--- src/rtl/tep_pkg.sv ---
`timescale 1ns / 1ps
// ----------------------------------------------------------------------------
// Timestamp parser package
// Shared types, codes and date constants for the timestamp-to-epoch parser.
// ----------------------------------------------------------------------------
package tep_pkg;

    localparam int DAYS_PER_ERA = 146097;
    localparam int EPOCH_SHIFT  = 719468;
    localparam int SECS_PER_DAY = 86400;
    localparam int YEAR_MIN     = 1970;
    localparam int YEAR_MAX     = 2100;

    // Day offsets of the two eras in range (years 1600..1999 and 2000..2399).
    localparam logic signed [20:0] ERA4_BASE = 21'(4 * DAYS_PER_ERA - EPOCH_SHIFT);
    localparam logic signed [20:0] ERA5_BASE = 21'(5 * DAYS_PER_ERA - EPOCH_SHIFT);

    typedef struct packed {
        logic [7:0] character;
        logic       last;
    } in_t;

    typedef struct packed {
        logic signed [32:0] epoch_seconds;
        logic               valid_res;
    } out_t;

    typedef enum logic [2:0] {
        PH_DATETIME   = 3'd0,
        PH_SUFFIX     = 3'd1,
        PH_FRAC_FIRST = 3'd2,
        PH_FRAC_MORE  = 3'd3,
        PH_ZULU       = 3'd4,
        PH_OFFSET     = 3'd5,
        PH_DONE       = 3'd6
    } phase_t;

    typedef enum logic [1:0] {
        ST_RUN  = 2'd0,
        ST_DAYS = 2'd1,
        ST_MUL  = 2'd2,
        ST_OUT  = 2'd3
    } ctrl_state_t;

    typedef struct packed {
        logic take;       // parse the character on the input channel
        logic calc_days;  // civil date to day count, range check
        logic calc_mul;   // day count to seconds, time of day
        logic load_out;   // final sum into the output register
        logic clear;      // return the parser to its start state
    } cmd_t;

    typedef struct packed {
        logic out_full;
    } status_t;

    // Days from March 1 to the first of the shifted month: (153 * am + 2) / 5.
    function automatic logic [8:0] days_before_month(input logic [3:0] am);
        logic [8:0] r;
        case (am)
            4'd0:    r = 9'd0;
            4'd1:    r = 9'd31;
            4'd2:    r = 9'd61;
            4'd3:    r = 9'd92;
            4'd4:    r = 9'd122;
            4'd5:    r = 9'd153;
            4'd6:    r = 9'd184;
            4'd7:    r = 9'd214;
            4'd8:    r = 9'd245;
            4'd9:    r = 9'd275;
            4'd10:   r = 9'd306;
            4'd11:   r = 9'd337;
            default: r = 9'd0;
        endcase
        return r;
    endfunction

endpackage

--- src/rtl/tep_ctrl.sv ---
`timescale 1ns / 1ps
// ----------------------------------------------------------------------------
// Timestamp parser controller
// Sequences character intake, the three date-math steps and the result load.
// ----------------------------------------------------------------------------
module tep_ctrl import tep_pkg::*; (
    input  logic    aclk,
    input  logic    aresetn,
    input  logic    s_valid,
    input  logic    s_last,
    output logic    s_ready,
    input  logic    m_ready,
    input  status_t status,
    output cmd_t    cmd
);

    ctrl_state_t state_reg;
    ctrl_state_t state_next;

    always_ff @(posedge aclk) begin
        if (!aresetn) begin
            state_reg <= ST_RUN;
        end else begin
            state_reg <= state_next;
        end
    end

    always_comb begin
        state_next = state_reg;
        cmd        = '0;
        s_ready    = 1'b0;
        case (state_reg)
            ST_RUN: begin
                s_ready  = 1'b1;
                cmd.take = s_valid;
                if (s_valid && s_last) begin
                    state_next = ST_DAYS;
                end
            end
            ST_DAYS: begin
                cmd.calc_days = 1'b1;
                state_next    = ST_MUL;
            end
            ST_MUL: begin
                cmd.calc_mul = 1'b1;
                state_next   = ST_OUT;
            end
            ST_OUT: begin
                // The output register frees up in the same cycle it is taken.
                if (!status.out_full || m_ready) begin
                    cmd.load_out = 1'b1;
                    cmd.clear    = 1'b1;
                    state_next   = ST_RUN;
                end
            end
            default: begin
                state_next = ST_RUN;
            end
        endcase
    end

endmodule

--- src/rtl/tep_datapath.sv ---
`timescale 1ns / 1ps
// ----------------------------------------------------------------------------
// Timestamp parser datapath
// Character checks, decimal accumulators, date arithmetic and output register.
// ----------------------------------------------------------------------------
module tep_datapath import tep_pkg::*; (
    input  logic    aclk,
    input  logic    aresetn,
    input  cmd_t    cmd,
    input  in_t     s_data,
    input  logic    m_ready,
    output status_t status,
    output logic    m_valid,
    output out_t    m_data
);

    // Parser state.
    logic [4:0]  pos_reg, pos_next;
    phase_t      phase_reg, phase_next;
    logic        err_reg, err_next;
    logic [13:0] year_reg, year_next;
    logic [6:0]  month_reg, month_next;
    logic [6:0]  day_reg, day_next;
    logic [6:0]  hour_reg, hour_next;
    logic [6:0]  min_reg, min_next;
    logic [6:0]  sec_reg, sec_next;
    logic        neg_reg, neg_next;
    logic [6:0]  ohour_reg, ohour_next;
    logic [6:0]  omin_reg, omin_next;

    // Date math registers.
    logic               ok_reg;
    logic signed [20:0] days_reg;
    logic signed [37:0] prod_reg;
    logic signed [21:0] tod_reg;

    // Output register.
    logic  out_valid_reg;
    out_t  out_reg;

    function automatic logic [6:0] acc7(input logic [6:0] v, input logic [3:0] d);
        return 7'({v, 3'b000} + {v, 1'b0} + {3'b000, d});
    endfunction

    function automatic logic [13:0] acc14(input logic [13:0] v, input logic [3:0] d);
        return 14'({v, 3'b000} + {v, 1'b0} + {10'd0, d});
    endfunction

    // Per-character parse step.
    always_comb begin
        logic [7:0] c;
        logic [3:0] d;
        logic       is_dig;
        logic       is_zone;
        c          = s_data.character;
        d          = c[3:0];
        is_dig     = (c inside {["0":"9"]});
        is_zone    = (c == "Z") || (c == "+") || (c == "-");
        pos_next   = pos_reg;
        phase_next = phase_reg;
        err_next   = err_reg;
        year_next  = year_reg;
        month_next = month_reg;
        day_next   = day_reg;
        hour_next  = hour_reg;
        min_next   = min_reg;
        sec_next   = sec_reg;
        neg_next   = neg_reg;
        ohour_next = ohour_reg;
        omin_next  = omin_reg;

        if (!err_reg) begin
            case (phase_reg)
                PH_DATETIME: begin
                    if ((pos_reg == 5'd4 || pos_reg == 5'd7) && c != "-") begin
                        err_next = 1'b1;
                    end else if (pos_reg == 5'd10 && c != "T") begin
                        err_next = 1'b1;
                    end else if ((pos_reg == 5'd13 || pos_reg == 5'd16) && c != ":") begin
                        err_next = 1'b1;
                    end else if (!(pos_reg inside {5'd4, 5'd7, 5'd10, 5'd13, 5'd16})
                                 && !is_dig) begin
                        err_next = 1'b1;
                    end else begin
                        if (!(pos_reg inside {5'd4, 5'd7, 5'd10, 5'd13, 5'd16})) begin
                            if (pos_reg < 5'd4) begin
                                year_next = acc14(year_reg, d);
                            end else if (pos_reg < 5'd7) begin
                                month_next = acc7(month_reg, d);
                            end else if (pos_reg < 5'd10) begin
                                day_next = acc7(day_reg, d);
                            end else if (pos_reg < 5'd13) begin
                                hour_next = acc7(hour_reg, d);
                            end else if (pos_reg < 5'd16) begin
                                min_next = acc7(min_reg, d);
                            end else begin
                                sec_next = acc7(sec_reg, d);
                            end
                        end
                        if (pos_reg >= 5'd18) begin
                            pos_next   = 5'd0;
                            phase_next = PH_SUFFIX;
                        end else begin
                            pos_next = pos_reg + 5'd1;
                        end
                    end
                end
                PH_SUFFIX, PH_FRAC_MORE: begin
                    if (phase_reg == PH_SUFFIX && c == ".") begin
                        phase_next = PH_FRAC_FIRST;
                    end else if (phase_reg == PH_FRAC_MORE && is_dig) begin
                        phase_next = PH_FRAC_MORE;
                    end else if (c == "Z") begin
                        phase_next = PH_ZULU;
                    end else if (is_zone) begin
                        neg_next   = (c == "-");
                        pos_next   = 5'd0;
                        phase_next = PH_OFFSET;
                    end else begin
                        err_next = 1'b1;
                    end
                end
                PH_FRAC_FIRST: begin
                    if (is_dig) begin
                        phase_next = PH_FRAC_MORE;
                    end else begin
                        err_next = 1'b1;
                    end
                end
                PH_OFFSET: begin
                    if (pos_reg == 5'd2 && c != ":") begin
                        err_next = 1'b1;
                    end else if (pos_reg != 5'd2 && !is_dig) begin
                        err_next = 1'b1;
                    end else begin
                        if (pos_reg < 5'd2) begin
                            ohour_next = acc7(ohour_reg, d);
                        end else if (pos_reg > 5'd2) begin
                            omin_next = acc7(omin_reg, d);
                        end
                        if (pos_reg >= 5'd4) begin
                            pos_next   = 5'd0;
                            phase_next = PH_DONE;
                        end else begin
                            pos_next = pos_reg + 5'd1;
                        end
                    end
                end
                default: begin
                    // Anything after the zone designator breaks the layout.
                    err_next = 1'b1;
                end
            endcase
        end
    end

    always_ff @(posedge aclk) begin
        if (!aresetn || cmd.clear) begin
            pos_reg   <= '0;
            phase_reg <= PH_DATETIME;
            err_reg   <= 1'b0;
            year_reg  <= '0;
            month_reg <= '0;
            day_reg   <= '0;
            hour_reg  <= '0;
            min_reg   <= '0;
            sec_reg   <= '0;
            neg_reg   <= 1'b0;
            ohour_reg <= '0;
            omin_reg  <= '0;
        end else if (cmd.take) begin
            pos_reg   <= pos_next;
            phase_reg <= phase_next;
            err_reg   <= err_next;
            year_reg  <= year_next;
            month_reg <= month_next;
            day_reg   <= day_next;
            hour_reg  <= hour_next;
            min_reg   <= min_next;
            sec_reg   <= sec_next;
            neg_reg   <= neg_next;
            ohour_reg <= ohour_next;
            omin_reg  <= omin_next;
        end
    end

    // Step one: range check and days from civil date. Valid years keep the
    // adjusted year inside two eras, so the era is a single compare.
    logic               ok_next;
    logic signed [20:0] days_next;

    always_comb begin
        logic [13:0] ay;
        logic        era5;
        logic [8:0]  yoe;
        logic [1:0]  cent;
        logic [3:0]  am;
        logic [8:0]  doy;
        logic [17:0] doe;
        ay   = year_reg - {13'd0, (month_reg <= 7'd2)};
        era5 = (ay >= 14'd2000);
        yoe  = 9'(ay - (era5 ? 14'd2000 : 14'd1600));
        if (yoe < 9'd100) begin
            cent = 2'd0;
        end else if (yoe < 9'd200) begin
            cent = 2'd1;
        end else if (yoe < 9'd300) begin
            cent = 2'd2;
        end else begin
            cent = 2'd3;
        end
        am   = (month_reg > 7'd2) ? 4'(month_reg - 7'd3) : 4'(month_reg + 7'd9);
        doy  = 9'(days_before_month(am) + 9'(day_reg) - 9'd1);
        doe  = 18'(yoe) * 18'd365 + 18'(yoe[8:2]) - 18'(cent) + 18'(doy);
        days_next = $signed({3'b000, doe}) + (era5 ? ERA5_BASE : ERA4_BASE);

        ok_next = !err_reg && (phase_reg == PH_ZULU || phase_reg == PH_DONE)
                  && year_reg >= 14'(YEAR_MIN) && year_reg <= 14'(YEAR_MAX)
                  && month_reg >= 7'd1 && month_reg <= 7'd12
                  && day_reg >= 7'd1 && day_reg <= 7'd31
                  && hour_reg <= 7'd23 && min_reg <= 7'd59 && sec_reg <= 7'd60;
        if (phase_reg == PH_DONE && (ohour_reg > 7'd23 || omin_reg > 7'd59)) begin
            ok_next = 1'b0;
        end
    end

    // Step two: day count to seconds, and the time of day less the offset.
    logic signed [37:0] prod_next;
    logic signed [21:0] tod_next;

    always_comb begin
        logic [19:0]        clock_secs;
        logic [19:0]        off_mag;
        logic signed [21:0] off_signed;
        clock_secs = 20'(hour_reg) * 20'd3600 + 20'(min_reg) * 20'd60 + 20'(sec_reg);
        off_mag    = (20'(ohour_reg) * 20'd60 + 20'(omin_reg)) * 20'd60;
        if (phase_reg != PH_DONE) begin
            off_signed = '0;
        end else if (neg_reg) begin
            off_signed = -$signed({2'b00, off_mag});
        end else begin
            off_signed = $signed({2'b00, off_mag});
        end
        prod_next = 38'(days_reg) * 38'(SECS_PER_DAY);
        tod_next  = $signed({2'b00, clock_secs}) - off_signed;
    end

    always_ff @(posedge aclk) begin
        if (cmd.calc_days) begin
            ok_reg   <= ok_next;
            days_reg <= days_next;
        end
        if (cmd.calc_mul) begin
            prod_reg <= prod_next;
            tod_reg  <= tod_next;
        end
    end

    // Step three: final sum into the output register.
    logic signed [32:0] secs_sum;
    assign secs_sum = prod_reg[32:0] + 33'(tod_reg);

    always_ff @(posedge aclk) begin
        if (!aresetn) begin
            out_valid_reg <= 1'b0;
        end else if (cmd.load_out) begin
            out_valid_reg <= 1'b1;
        end else if (m_ready) begin
            out_valid_reg <= 1'b0;
        end
    end

    always_ff @(posedge aclk) begin
        if (cmd.load_out) begin
            out_reg.epoch_seconds <= ok_reg ? secs_sum : '0;
            out_reg.valid_res     <= ok_reg;
        end
    end

    assign status.out_full = out_valid_reg;
    assign m_valid         = out_valid_reg;
    assign m_data          = out_reg;

endmodule

--- src/rtl/timestamp_to_epoch_parser.sv ---
`timescale 1ns / 1ps
// ----------------------------------------------------------------------------
// Timestamp to epoch parser
// Parses a streamed YYYY-MM-DDThh:mm:ss[.f+](Z|+hh:mm|-hh:mm) string into
// Unix epoch seconds with a valid flag.
// ----------------------------------------------------------------------------
// Characters are taken one per cycle outside the date math. When the character
// marked last is transferred, the block stops taking input for the date math
// (days from civil date, multiply to seconds, final sum) and then loads the
// result into an output register, waiting longer if the previous result has
// not yet been taken.
// Invalid strings give zero seconds with the valid flag low.
module timestamp_to_epoch_parser import tep_pkg::*; (
    input  logic aclk,
    input  logic aresetn,
    input  logic s_valid,
    output logic s_ready,
    input  in_t  s_data,
    output logic m_valid,
    input  logic m_ready,
    output out_t m_data
);

    cmd_t    cmd;
    status_t status;

    tep_ctrl u_ctrl (
        .aclk    (aclk),
        .aresetn (aresetn),
        .s_valid (s_valid),
        .s_last  (s_data.last),
        .s_ready (s_ready),
        .m_ready (m_ready),
        .status  (status),
        .cmd     (cmd)
    );

    tep_datapath u_datapath (
        .aclk    (aclk),
        .aresetn (aresetn),
        .cmd     (cmd),
        .s_data  (s_data),
        .m_ready (m_ready),
        .status  (status),
        .m_valid (m_valid),
        .m_data  (m_data)
    );

    // An invalid string always reports zero seconds.
    a_invalid_zero: assert property (@(posedge aclk) disable iff (!aresetn)
        (m_valid && !m_data.valid_res) |-> (m_data.epoch_seconds == '0))
        else $error("invalid result with nonzero seconds");

    // The last character starts the date math, so intake pauses.
    a_last_pauses: assert property (@(posedge aclk) disable iff (!aresetn)
        (s_valid && s_ready && s_data.last) |=> !s_ready)
        else $error("input taken during date math");

    // Valid results never fall below the lowest reachable epoch seconds.
    a_valid_range: assert property (@(posedge aclk) disable iff (!aresetn)
        (m_valid && m_data.valid_res) |->
            (m_data.epoch_seconds >= -33'sd86340))
        else $error("valid result below range");

endmodule

--- config.mk ---
export PLATFORM = sky130hd
export DESIGN_NAME = timestamp_to_epoch_parser
export DESIGN_NICKNAME = d
export VERILOG_FILES = /design/src/rtl/tep_pkg.sv /design/src/rtl/tep_ctrl.sv /design/src/rtl/tep_datapath.sv /design/src/rtl/timestamp_to_epoch_parser.sv
export SDC_FILE = /design/constraint.sdc
export NUM_CORES = 1
export LEC_CHECK = 0
export BUFFER_PORTS_ARGS = -buffer_cell sky130_fd_sc_hd__buf_2
export CAP_MARGIN = 20
export CELL_PAD_IN_SITES_DETAIL_PLACEMENT = 1
export CELL_PAD_IN_SITES_GLOBAL_PLACEMENT = 1
export CORE_MARGIN = 3
export CORE_UTILIZATION = 52
export CTS_CLUSTER_DIAMETER = 100
export DETAILED_ROUTE_END_ITERATION = 6
export PLACE_DENSITY_LB_ADDON = 0.12
export SYNTH_ARGS = -nofsm -noshare
export SYNTH_HDL_FRONTEND = slang
export SYNTH_HIERARCHICAL = 1
export SYNTH_SLANG_ARGS = --single-unit
--- constraint.sdc ---
create_clock -name aclk -period 12.7 [get_ports aclk]
set_input_delay 2.54 -clock aclk [delete_from_list [all_inputs] [get_ports aclk]]
set_output_delay 2.54 -clock aclk [all_outputs]
set_load 0.05 [all_outputs]
==> run summary <==
Post-Route Skew: 14.2 ps
CP Buf/Inv Count: 5
first-pass GRT wire length: 93300 µm
full die area: 47100 µm²
main flop type after synthesis: edfxtp_1
detailed-route via count: 17329
CORE AREA: 43600 µm²
number of synthesized flops with an enable pin: 104
Setup crit end kind: flip-flop
Total Nets Final: 3114
Post-Route WL: 55500 µm
CP peak stage delay: 610 ps
worst-path maximum fanout: 14
clk slew on worst S/H paths: 80 ps
Cells after Synth: 2465
vias in the first global route: 18830
dpl cell area: 24000 µm²
Hold Path Class: reg2reg
Die Y-Extent: 217 µm
synth top area cells: ha_1, fa_1, edfxtp_1
library cells used by synthesis: 89
FP Rows: 76
port bufs: 48
synthesized area: 23200 µm²
most common cell in the netlist: ha_1
die width: 217 µm
FF+latch count, synth: 180
worst-margin pin slew: 1060 ps
layout cells sized above 1: 5.18%
max reg flops: 34
1st-iter DRT viols: 831
Hold WS: 518 ps
number of hold-repair buffers added at the cts stage: 0
final period utilization: 85.2%
ANT nets after route: 0
CP max stage cell: dfxtp_1
Max Transition Viols Final: 0
Mapped Nets: 3083
Slew HR: 29.1%
TritonCTS clock tree: built
Crit Path Class: reg2reg
total track usage: 24.2%
Final Hold Vio Count: 0
YS warnings: 6
Synth Area per Inst: 9.40 µm²
outcome: finished, final reports clean
# Post-CTS Setup Buffers: 0
RSZ-0062 raised after global routing: false
f_max: 0.0924 GHz
crit path time final: 10820 ps
area grow syn2layout: 6.28%
H-tree depth: 4
Seq/Total Area, Yosys: 20.0%
largest net degree at the start of global routing: 75
drt drc: 0
family with the most delay on the worst path: simple AND/OR/NAND/NOR gates
Post-synth top cells: ha_1, inv_1, fa_1, nor2_1, xnor2_1
Clk Latency, worst-skew pair: 480 ps
WP data required: 12920 ps
routed vias/inst: 5.60
ys async rst share: 0%
most frequent CP cell: ha_1
setup TNS: 0 ps
clock root cell: clkbuf_16
Overflow after GRT: 0
post-synth top area cell: ha_1
post-CTS sizing: 0
CTS Buf Count: 17
first drt pass iteration count: 5
initial antenna violation count: 0
DP Wirelength: 45400 µm
routability cong.: 0.886
final instance area: 24600 µm²
Final Setup Violations: 0
Crit path arrival time: 11040 ps
WL/cell: 18.0 µm
# IOs: 49
max-cap viol count: 0
crit path launch type: flip-flop
deepest clock path buffer count: 2
area fraction of the dominant cell type after synthesis: 23.5%
Antenna diodes: 0
initial core utilization: 53.2%
CTS sink count: 180
-- path summary, 6_finish.rpt --
path                            slack (ps)                                end  depth (start not counted)                                 start
worst min-delay path                   520   u_ctrl/state_reg[1]$_SDFFE_PN0P_                          2      u_ctrl/state_reg[1]$_SDFFE_PN0P_
worst max register to register        1880  u_datapath/days_reg[18]$_DFFE_PP_                         41  u_datapath/month_reg[1]$_SDFFE_PP0P_
worst min register to register         520   u_ctrl/state_reg[1]$_SDFFE_PN0P_                          2      u_ctrl/state_reg[1]$_SDFFE_PN0P_
worst max-delay path                  1880  u_datapath/days_reg[18]$_DFFE_PP_                         41  u_datapath/month_reg[1]$_SDFFE_PP0P_
-- area by class of cell --
type	instances	area, µm²
Multi-Input combinational cell	1870	17000
Timing Repair Buffer	54	285
Clock inverter	15	173
Tap cell	585	732
Inverter	373	1400
Sequential cell	180	4640
Clock buffer	17	425
Fill cell	5049	18900
-- routing by layer --
| layer | GRT usage [%] | vias to the layer above | wire, µm |
|---|---|---|---|
| li1 | - | 8520 | - |
| met5 | 0 | - | 0 |
| met2 | 43.8 | 148 | 28200 |
| met1 | 30.7 | 8599 | 25200 |
| met3 | 2.79 | 62 | 1040 |
| met4 | 6.59 | 0 | 1040 |
-- per-stage QoR --
stage | worst slack, ps | cells | util (%)
after floorplan | 3130 | 2465 | -
after global placement | 2270 | 3062 | 55.2
after detailed placement | 1860 | 3062 | 55.2
after CTS | 1840 | 3094 | 56.5
after global routing | 1180 | 3094 | 56.5
final | 1880 | 3094 | 56.5
-- placed cells by master, fill, tap and decap left out, types with 12 or more instances in the layout --
cell / n
ha_1: 435
inv_1: 371
fa_1: 169
nor2_1: 166
xnor2_1: 151
a21oi_1: 142
nand2_1: 126
edfxtp_1: 104
dfxtp_1: 76
o21ai_0: 66
a21o_1: 62
xor2_1: 61
mux2i_1: 50
buf_2: 48
nand3_1: 36
nor3_1: 36
a211oi_1: 25
nor2b_1: 24
a31oi_1: 22
nand2b_1: 21
o21bai_1: 20
o21a_1: 19
clkbuf_16: 17
and2_1: 17
and3_1: 16
or2_2: 15
o31ai_1: 15
nor4_1: 12
-- cells by family (layout without fill, tap and decap cells) --
| logic type | Yosys count | count (layout) | share of synthesized area, % |
|---|---|---|---|
| buffers and inverters | 415 | 459 | 6.83 |
| and+or+nand+nor | 540 | 540 | 11.6 |
| DFF | 180 | 180 | 20.0 |
| muxes | 52 | 52 | 2.26 |
| adders and majority gates | 605 | 605 | 38.1 |
| xor gates and xnor gates | 213 | 213 | 8.12 |
| AOI/OAI and AO/OA | 460 | 460 | 13.0 |
-- tightest hold or removal path, cell delays in order (launching register included) --
cell     delay (ps)
dfxtp_1         350
nand2_1          70
mux2i_1          60
Power is left out: the tool's default activity adds up to more than one toggle a clock period on the data nets, which glitch-free logic cannot reach.
